**config.mk**
```make
export PLATFORM = sky130hd
export DESIGN_NAME = serial_command_frame_parser
export DESIGN_NICKNAME = d
export VERILOG_FILES = /design/src/rtl/core/scfp_pkg.sv /design/src/rtl/core/serial_command_frame_parser.sv /design/src/rtl/core/scfp_in_stage.sv /design/src/rtl/core/scfp_decoder.sv /design/src/rtl/core/scfp_out_stage.sv
export SDC_FILE = /design/constraint.sdc
export NUM_CORES = 1
export LEC_CHECK = 0
export BUFFER_PORTS_ARGS = -buffer_cell sky130_fd_sc_hd__buf_4
export CAP_MARGIN = 0
export CORE_ASPECT_RATIO = 0.7
export CORE_MARGIN = 4
export CORE_UTILIZATION = 30
export DETAILED_ROUTE_END_ITERATION = 16
export GPL_ROUTABILITY_DRIVEN = 0
export PLACE_DENSITY_LB_ADDON = 0.12
export SYNTH_ARGS = -nofsm -noshare
export SYNTH_HDL_FRONTEND = slang
export SYNTH_SLANG_ARGS = --single-unit
```
**constraint.sdc**
```tcl
create_clock -name clk -period 4.5 [get_ports clk]
set_input_delay 0.225 -clock clk [delete_from_list [all_inputs] [get_ports clk]]
set_output_delay 0.225 -clock clk [all_outputs]
set_load 0.01 [all_outputs]
```
**src/rtl/core/scfp_pkg.sv**
```systemverilog
// ============================================================================
// scfp_pkg
// Shared types and constants for the serial command frame parser.
// ============================================================================
`default_nettype none

package scfp_pkg;

    localparam logic [7:0] HDR1_BYTE = 8'hAA;
    localparam logic [7:0] HDR2_BYTE = 8'h55;
    localparam logic [7:0] CMD_READ  = 8'h45;  // 'E'
    localparam logic [7:0] CMD_WRITE = 8'h4F;  // 'O'
    localparam logic [7:0] CMD_SPI   = 8'h53;  // 'S'
    localparam logic [7:0] CR_BYTE   = 8'h0D;
    localparam logic [7:0] LF_BYTE   = 8'h0A;

    typedef enum logic [1:0] {
        KIND_READ  = 2'd0,
        KIND_WRITE = 2'd1,
        KIND_SPI   = 2'd2
    } kind_t;

    typedef enum logic [3:0] {
        PH_IDLE    = 4'd0,
        PH_HDR2    = 4'd1,
        PH_CMD     = 4'd2,
        PH_ADDR_HI = 4'd3,
        PH_ADDR_LO = 4'd4,
        PH_WVAL    = 4'd5,
        PH_SREG    = 4'd6,
        PH_DATA_HI = 4'd7,
        PH_DATA_LO = 4'd8,
        PH_CR      = 4'd9,
        PH_LF      = 4'd10
    } phase_t;

    // A byte handed from the input register to the decoder.
    typedef struct packed {
        logic       fire;
        logic [7:0] data;
    } byte_word_t;

    // One decoded command.
    typedef struct packed {
        kind_t       kind;
        logic [15:0] addr;
        logic [15:0] payload;
    } result_t;

endpackage : scfp_pkg

`default_nettype wire

```
**src/rtl/core/serial_command_frame_parser.sv**
```systemverilog
// A command reaches out_valid from the result register, which loads it as the decoder takes its LF byte.
// Throughput: one byte per cycle; the input register and the frame decoder
// advance whenever the result register is empty or being emptied.
// Only the result register's stall reaches back to in_stall.
// Reset (rst_n low, asynchronous) returns the decoder to idle, clears the
// field accumulators and empties both registers.
// ============================================================================
// serial_command_frame_parser
// Recognizes header, command, fields and CR LF trailer in a byte stream and
// emits one decoded read, write or SPI command per complete frame.
// ============================================================================
`default_nettype none

module serial_command_frame_parser (
    input  wire logic        clk,
    input  wire logic        rst_n,
    input  wire logic        in_valid,
    output logic             in_stall,
    input  wire logic [7:0]  rx_byte,
    output logic             out_valid,
    input  wire logic        out_stall,
    output logic [1:0]       command_kind,
    output logic [15:0]      target_address,
    output logic [15:0]      payload
);
    import scfp_pkg::*;

    byte_word_t word;
    logic       advance;
    logic       res_valid;
    result_t    res;

    scfp_in_stage u_in_stage (
        .clk      (clk),
        .rst_n    (rst_n),
        .in_valid (in_valid),
        .in_stall (in_stall),
        .rx_byte  (rx_byte),
        .advance  (advance),
        .word     (word)
    );

    scfp_decoder u_decoder (
        .clk       (clk),
        .rst_n     (rst_n),
        .word      (word),
        .res_valid (res_valid),
        .res       (res)
    );

    scfp_out_stage u_out_stage (
        .clk            (clk),
        .rst_n          (rst_n),
        .res_valid      (res_valid),
        .res            (res),
        .can_take       (advance),
        .out_valid      (out_valid),
        .out_stall      (out_stall),
        .command_kind   (command_kind),
        .target_address (target_address),
        .payload        (payload)
    );

endmodule : serial_command_frame_parser

`default_nettype wire

```
**src/rtl/core/scfp_in_stage.sv**
```systemverilog
// ============================================================================
// scfp_in_stage
// Input register: holds one received byte until the decoder takes it.
// ============================================================================
`default_nettype none

module scfp_in_stage (
    input  wire logic               clk,
    input  wire logic               rst_n,
    input  wire logic               in_valid,
    output logic                    in_stall,
    input  wire logic [7:0]         rx_byte,
    input  wire logic               advance,
    output scfp_pkg::byte_word_t    word
);
    import scfp_pkg::*;

    logic       vld_reg;
    logic       vld_next;
    logic [7:0] byte_reg;
    logic       load;

    assign in_stall = vld_reg && !advance;
    assign load     = in_valid && !in_stall;

    always_comb
    begin
        vld_next = vld_reg;
        if (load)
        begin
            vld_next = 1'b1;
        end
        else if (advance)
        begin
            vld_next = 1'b0;
        end
    end

    always_ff @(posedge clk or negedge rst_n)
    begin
        if (!rst_n)
        begin
            vld_reg <= 1'b0;
        end
        else
        begin
            vld_reg <= vld_next;
        end
    end

    always_ff @(posedge clk)
    begin
        if (load)
        begin
            byte_reg <= rx_byte;
        end
    end

    assign word.fire = vld_reg && advance;
    assign word.data = byte_reg;

endmodule : scfp_in_stage

`default_nettype wire

```
**src/rtl/core/scfp_decoder.sv**
```systemverilog
// ============================================================================
// scfp_decoder
// Frame state machine and field accumulators; one byte per cycle unless the output stalls.
// ============================================================================
`default_nettype none

module scfp_decoder (
    input  wire logic                 clk,
    input  wire logic                 rst_n,
    input  wire scfp_pkg::byte_word_t word,
    output logic                      res_valid,
    output scfp_pkg::result_t         res
);
    import scfp_pkg::*;

    phase_t      phase_reg;
    phase_t      phase_next;
    kind_t       kind_reg;
    kind_t       kind_next;
    logic [15:0] addr_reg;
    logic [15:0] addr_next;
    logic [15:0] pay_reg;
    logic [15:0] pay_next;

    always_ff @(posedge clk or negedge rst_n)
    begin
        if (!rst_n)
        begin
            phase_reg <= PH_IDLE;
            kind_reg  <= KIND_READ;
            addr_reg  <= '0;
            pay_reg   <= '0;
        end
        else
        begin
            phase_reg <= phase_next;
            kind_reg  <= kind_next;
            addr_reg  <= addr_next;
            pay_reg   <= pay_next;
        end
    end

    always_comb
    begin
        phase_next  = phase_reg;
        kind_next   = kind_reg;
        addr_next   = addr_reg;
        pay_next    = pay_reg;
        res_valid   = 1'b0;
        res.kind    = kind_reg;
        res.addr    = addr_reg;
        res.payload = (kind_reg == KIND_READ) ? 16'd0 : pay_reg;

        if (word.fire)
        begin
            case (phase_reg)
                PH_HDR2:
                begin
                    // A repeated first header byte here still drops the frame.
                    phase_next = (word.data == HDR2_BYTE) ? PH_CMD : PH_IDLE;
                end
                PH_CMD:
                begin
                    addr_next = '0;
                    pay_next  = '0;
                    if (word.data == CMD_READ)
                    begin
                        kind_next  = KIND_READ;
                        phase_next = PH_ADDR_HI;
                    end
                    else if (word.data == CMD_WRITE)
                    begin
                        kind_next  = KIND_WRITE;
                        phase_next = PH_ADDR_HI;
                    end
                    else if (word.data == CMD_SPI)
                    begin
                        kind_next  = KIND_SPI;
                        phase_next = PH_SREG;
                    end
                    else
                    begin
                        phase_next = PH_IDLE;
                    end
                end
                PH_ADDR_HI:
                begin
                    addr_next  = {word.data, 8'd0};
                    phase_next = PH_ADDR_LO;
                end
                PH_ADDR_LO:
                begin
                    addr_next  = {addr_reg[15:8], word.data};
                    phase_next = (kind_reg == KIND_WRITE) ? PH_WVAL : PH_CR;
                end
                PH_WVAL:
                begin
                    pay_next   = {8'd0, word.data};
                    phase_next = PH_CR;
                end
                PH_SREG:
                begin
                    addr_next  = {8'd0, word.data};
                    phase_next = PH_DATA_HI;
                end
                PH_DATA_HI:
                begin
                    pay_next   = {word.data, 8'd0};
                    phase_next = PH_DATA_LO;
                end
                PH_DATA_LO:
                begin
                    pay_next   = {pay_reg[15:8], word.data};
                    phase_next = PH_CR;
                end
                PH_CR:
                begin
                    phase_next = (word.data == CR_BYTE) ? PH_LF : PH_IDLE;
                end
                PH_LF:
                begin
                    res_valid  = (word.data == LF_BYTE);
                    phase_next = PH_IDLE;
                end
                default:
                begin
                    phase_next = (word.data == HDR1_BYTE) ? PH_HDR2 : PH_IDLE;
                end
            endcase
        end
    end

endmodule : scfp_decoder

`default_nettype wire

```
**src/rtl/core/scfp_out_stage.sv**
```systemverilog
// ============================================================================
// scfp_out_stage
// Result register: holds a decoded command until downstream takes it.
// ============================================================================
`default_nettype none

module scfp_out_stage (
    input  wire logic               clk,
    input  wire logic               rst_n,
    input  wire logic               res_valid,
    input  wire scfp_pkg::result_t  res,
    output logic                    can_take,
    output logic                    out_valid,
    input  wire logic               out_stall,
    output logic [1:0]              command_kind,
    output logic [15:0]             target_address,
    output logic [15:0]             payload
);
    import scfp_pkg::*;

    logic    vld_reg;
    logic    vld_next;
    result_t res_reg;

    // The register is free when empty or when its word leaves this cycle.
    assign can_take = !vld_reg || !out_stall;

    always_comb
    begin
        if (can_take)
        begin
            vld_next = res_valid;
        end
        else
        begin
            vld_next = vld_reg;
        end
    end

    always_ff @(posedge clk or negedge rst_n)
    begin
        if (!rst_n)
        begin
            vld_reg <= 1'b0;
        end
        else
        begin
            vld_reg <= vld_next;
        end
    end

    always_ff @(posedge clk)
    begin
        if (can_take && res_valid)
        begin
            res_reg <= res;
        end
    end

    assign out_valid      = vld_reg;
    assign command_kind   = res_reg.kind;
    assign target_address = res_reg.addr;
    assign payload        = res_reg.payload;

endmodule : scfp_out_stage

`default_nettype wire

```
# ---- Yosys cells after proc, flatten, opt, wreduce, memory -nomap -nowiden
# Index checks and enable logic that the tools add are counted.
# Widths: inputs -> output; s select.
dict set report totals {
  regBits 82
  out_inout_bits 36
  word_cells 71
}
dict set report classes {
  n_eq_ne 18
  n_mux 17
  bitwise 2
  reduce_logical 22
}
# op n
set ops {}
lappend ops {{$pmux 16 s4} 2}
lappend ops {{$pmux 4 s9} 1}
lappend ops {{$eq 8x7->1 const B} 4}
lappend ops {{$eq 4x3->1 const B} 4}
lappend ops {{$eq 8x4->1 const B} 2}
lappend ops {{$mux 4} 4}
lappend ops {{$eq 4x4->1 const B} 3}
lappend ops {{$reduce_and 3->1} 3}
lappend ops {{$reduce_bool 3->1} 3}
lappend ops {{$eq 4x2->1 const B} 2}
lappend ops {{$eq 8x8->1 const B} 1}
lappend ops {{$mux 2} 4}
lappend ops {{$reduce_bool 4->1} 2}
lappend ops {{$mux 1} 5}
lappend ops {{$eq 4x1->1 const B} 1}
lappend ops {{$logic_and 1x1->1} 4}
lappend ops {{$logic_not 1->1} 4}
lappend ops {{$reduce_and 2->1} 2}
lappend ops {{$mux 3} 1}
lappend ops {{$eq 2x1->1 const B} 1}
lappend ops {{$logic_not 2->1} 1}
lappend ops {{$not 1->1} 2}
lappend ops {{$reduce_bool 2->1} 1}
lappend ops {{$reduce_or 2->1} 1}
lappend ops {{$logic_or 1x1->1} 1}

# ---- Logic depth before layout (Yosys ltp)
dict set report logic_depth {
  word_depth 7
  mapped_depth 7
}

# ---- Hierarchy
# Synthesis repeated with hierarchy kept, for this count alone.
dict set report hier_totals {
  hier_cells 269
  hier_area_um2 3384.5
}
# mod instances cells_per_inst area_each_um2 seq_area_each_um2
set by_module_without_submodules {}
lappend by_module_without_submodules {scfp_decoder 1 217 2011.9 950.9}
lappend by_module_without_submodules {scfp_out_stage 1 38 1068.5 1046.0}
lappend by_module_without_submodules {scfp_in_stage 1 14 304.0 265.3}

# ---- Worst setup path after synthesis
# OpenSTA, ideal clock, no wires.
dict set report synth_timing {
  path_type {reg2reg}
  start {register u_out_stage.vld_reg, in the netlist u_out_stage.out_valid}
  end {register u_out_stage.res_reg (netlist bit u_out_stage.command_kind[0]) (enable)}
  setup_ns 0.470
  arrival_ns 3.678
  setup_slack_ns 0.352
  path_stages_with_launch 5
  n_path_buf 1
  path_cell_list {dfrtp_1 -> a21bo_2 -> clkbuf_8 -> or4_4 -> nor3_1}
}
dict set report synth_via {
  elab_chain_len 5
}
# element line_no
set synth_rtl {}
lappend synth_rtl {{start, declared} scfp_out_stage.sv:21} ;# logic vld_reg;
lappend synth_rtl {{start signal, assigned} scfp_out_stage.sv:48} ;# vld_reg <= vld_next;
lappend synth_rtl {{$logic_not 1->1 *} scfp_out_stage.sv:26} ;# assign can_take = !vld_reg || !out_stall;
lappend synth_rtl {{$logic_or 1x1->1 *} scfp_out_stage.sv:26}
lappend synth_rtl {{$logic_and 1x1->1} scfp_in_stage.sv:59} ;# assign word.fire = vld_reg && advance;
lappend synth_rtl {{$mux 1} scfp_decoder.sv:54} ;# if (word.fire)
lappend synth_rtl {{$logic_and 1x1->1 *} scfp_out_stage.sv:54} ;# if (can_take && res_valid)
lappend synth_rtl {{end signal, assigned} scfp_out_stage.sv:56} ;# res_reg <= res;
lappend synth_rtl {{end, declared} scfp_out_stage.sv:23} ;# result_t res_reg;
# Mark *: on every way between the ends. The rest lies on a longest branch, timed or not.
# A chain may end at the register's enable or synchronous reset.

# ---- Worst setup path in the final report
dict set report layout_timing {
  start {register u_out_stage.vld_reg, in the netlist u_out_stage.out_valid}
  end {register u_out_stage.res_reg (netlist bit u_out_stage.payload[0]) (enable)}
}
# The elaborated chain is that of the path after synthesis.

==> impl_metrics.yaml <==
routing:
  wirelength_mm: 7.24
  via_per_inst: 4.64
  num_vias: 2087
  detail-route-antenna-nets: 0
  wire_per_inst_um: 16.1
  dr.pass1.iters: 4
  drtIter0Drc: 212
  drc: 0
logic_synthesis:
  synth_common_cells: "nand2_1 (45), edfxtp_1 (42), dfrtp_1 (40), o21ai_0 (28)"
  syn-cell-area_um2: 3260
  synth-seq-cells: 82
  ys.warnings.count: 0
  synth_area_per_cell_um2: 12.2
  synth_top_area_share_pct: 38.7
  synth-edff-count: 42
  ys.flop_type: "edfxtp_1"
  ys_async_sr_fraction_pct: 48.8
  synth_nets: 280
  synth_area_leaders: "edfxtp_1 (39%), dfrtp_1 (31%), nand2_1 (5.2%), o21ai_0 (4.3%), a22o_1 (2.7%)"
  yosys.cell_types.count: 40
  yosysMostFrequentCell: "nand2_1"
  synthesis.instances: 268
  yosysSeqAreaShare_pct: 69.4
  synth_top_area_cell: "edfxtp_1"
final_layout:
  layout-drive-gt1-share_pct: 21.4
  diodes: 0
  syn_to_final_growth_pct: 23.8
  nNetsFinal: 325
  fin_area_um2: 4040
  fillCellCount: 1043
  final_util_pct: 38.5
timing:
  rsz0062_at_grt: "no"
  final-hold-violation-count: 0
  setup_ws_ns: 1.80
  finalCritPeriodShare_pct: 60.1
  tightest_slew_ns: 1.10
  finalSetupTns_ns: 0
  fmax_mhz: 370
  final.setup_skew_ns: 0.00501
  finalSetupViolations: 0
  period_minus_slack_ns: 2.70
  slew_headroom_pct: 26.9
  finalMaxSlewViolations: 0
power:
  power_mw: 1.60
  pwr_density_cell_nw_per_um2: 396
  combPwrFrac_pct: 2.1
  p_seq_share_pct: 51.0
  p_int_mw: 1.27
  clkPwrFrac_pct: 46.9
  ir_drop_v: 0.000155
  p_sw_share_pct: 20.5
  power_leakage_nw: 1.66
  p_switching_mw: 0.328
floorplanning:
  initial_core_util_pct: 31.1
  dieArea_um2: 12600
  fp.dieH_um: 95.2
  fp-row-count: 31
  core_region_area_um2: 10500
  chipWidth_um: 133
  io_pins: 48
worst_hold_path:
  min_path_type: "input pin to flip-flop"
worst_setup_path:
  critPathCaptureType: "flip-flop"
  critPathLaunchType: "flip-flop"
  critPathMaxFanout: 26
  cp_data_arrival_time_ns: 2.70
  critical_path_class: "flip-flop to flip-flop"
  crit_required_ns: 4.50
run_status:
  status: "finished, final reports clean"
clock_tree:
  cts_resized: 0
  cts_buffer_depth: 2
  cts_sinks: 82
  cts_tree: "built"
  clk_latency_ns: 0.34
  path_clk_slew_ns: 0.06
  cts_htree_levels: 3
  cts_inserted_buffers: 9
  root_buffer: "clkbuf_16"
  cts_hold_buf: 1
  cts_setup_buffers: 0
global_route:
  grt_usage_pct: 12.6
  antenna_found_initial: 0
  grt_max_degree: 41
  grt.overflow.total: 0
  grt_first_pass_wirelength_mm: 11.8
  grt_pass1_vias: 2145
flow_run:
  cap_violations: 0
placed_design:
  place_area_um2: 3710
  pre_cts_ws_ns: 1.76
  dpl.hpwl_mm: 5.11
  io_buffers: 47
final cells by class:
cell class,count,area [um^2],area share (%)
sequential,82,2260,56.1
multi-input combinational,161,886,22.0
timing repair buffer,49,370,9.18
clock buffer,11,253,6.26
tap,132,165,4.09
clock inverter,5,61.3,1.52
inverter,10,37.5,0.930
worst max-delay path: stages (launching register included):
cell	delay (ns)
dfrtp_1	0.41
a21bo_2	0.31
or4_4	0.51
nor3_2	0.66
buf_4	0.46
cell families after synthesis:
| logic type | synth area share [%] |
|---|---|
| xor+xnor | 0.538 |
| simple gates | 16.1 |
| mux | 0.653 |
| compound gates | 9.75 |
| flops | 69.4 |
| buf+inv | 3.57 |
metrics by stage:
step | instances | hold WS, ns
2_1_floorplan | 268 | -0.0706
3_3_place_gp | 433 | 0.242
3_5_place_dp | 433 | 0.250
4_1_cts | 450 | 0.0502
5_1_grt | 450 | 0.0462
6_report | 450 | 0.0639
layout by cell type (no fill, tap or decap), types with 2 or more instances in the layout:
cell,count
a21oi_1,4
a22o_1,10
and2_1,2
buf_4,48
clkbuf_16,9
clkbuf_8,2
clkinv_4,2
dfrtp_1,40
edfxtp_1,42
inv_1,10
nand2_1,45
nand2b_1,4
nand3_1,11
nand4b_1,2
nor2_1,12
nor2b_1,12
nor3_1,4
nor4_1,4
o21ai_0,28
or4b_1,2
power groups by stage:
stage	Combinational, mW	Sequential (mW)	Clock [mW]
after detailed placement	0.0337	0.830	0
after CTS	0.0348	0.815	0.771
final	0.0336	0.815	0.750
after global routing	0.0386	0.817	0.810
after floorplan	0.0278	0.814	0
after global placement	0.0334	0.829	0
layer usage:
layer / routed length [um] / track usage [%]
met5: 0 / 0
met4: 109 / 4.41
met3: 359 / 4.43
met2: 2970 / 16.9
met1: 3810 / 18.6
path summary, 6_finish.rpt:
kind	from	to	slack [ns]	depth (start not counted)
min in group asynchronous	rst_n	u_decoder.pay_reg[3]$_DFFE_PN0P_	0.41	2
min	rx_byte[7]	u_in_stage.byte_reg[7]$_DFFE_PP_	0.06	1
max reg2reg	u_out_stage.out_valid$_DFFE_PN0N_	u_out_stage.payload[0]$_SDFFCE_PN0P_	1.80	4
min reg2reg	u_decoder.addr_reg[4]$_DFFE_PN0P_	u_out_stage.target_address[4]$_DFFE_PP_	0.45	0
max	u_out_stage.out_valid$_DFFE_PN0N_	u_out_stage.payload[0]$_SDFFCE_PN0P_	1.80	4
max in group asynchronous	rst_n	u_decoder.addr_reg[8]$_DFFE_PN0P_	3.73	2
No activity file was read; power rests on OpenSTA's default activity.
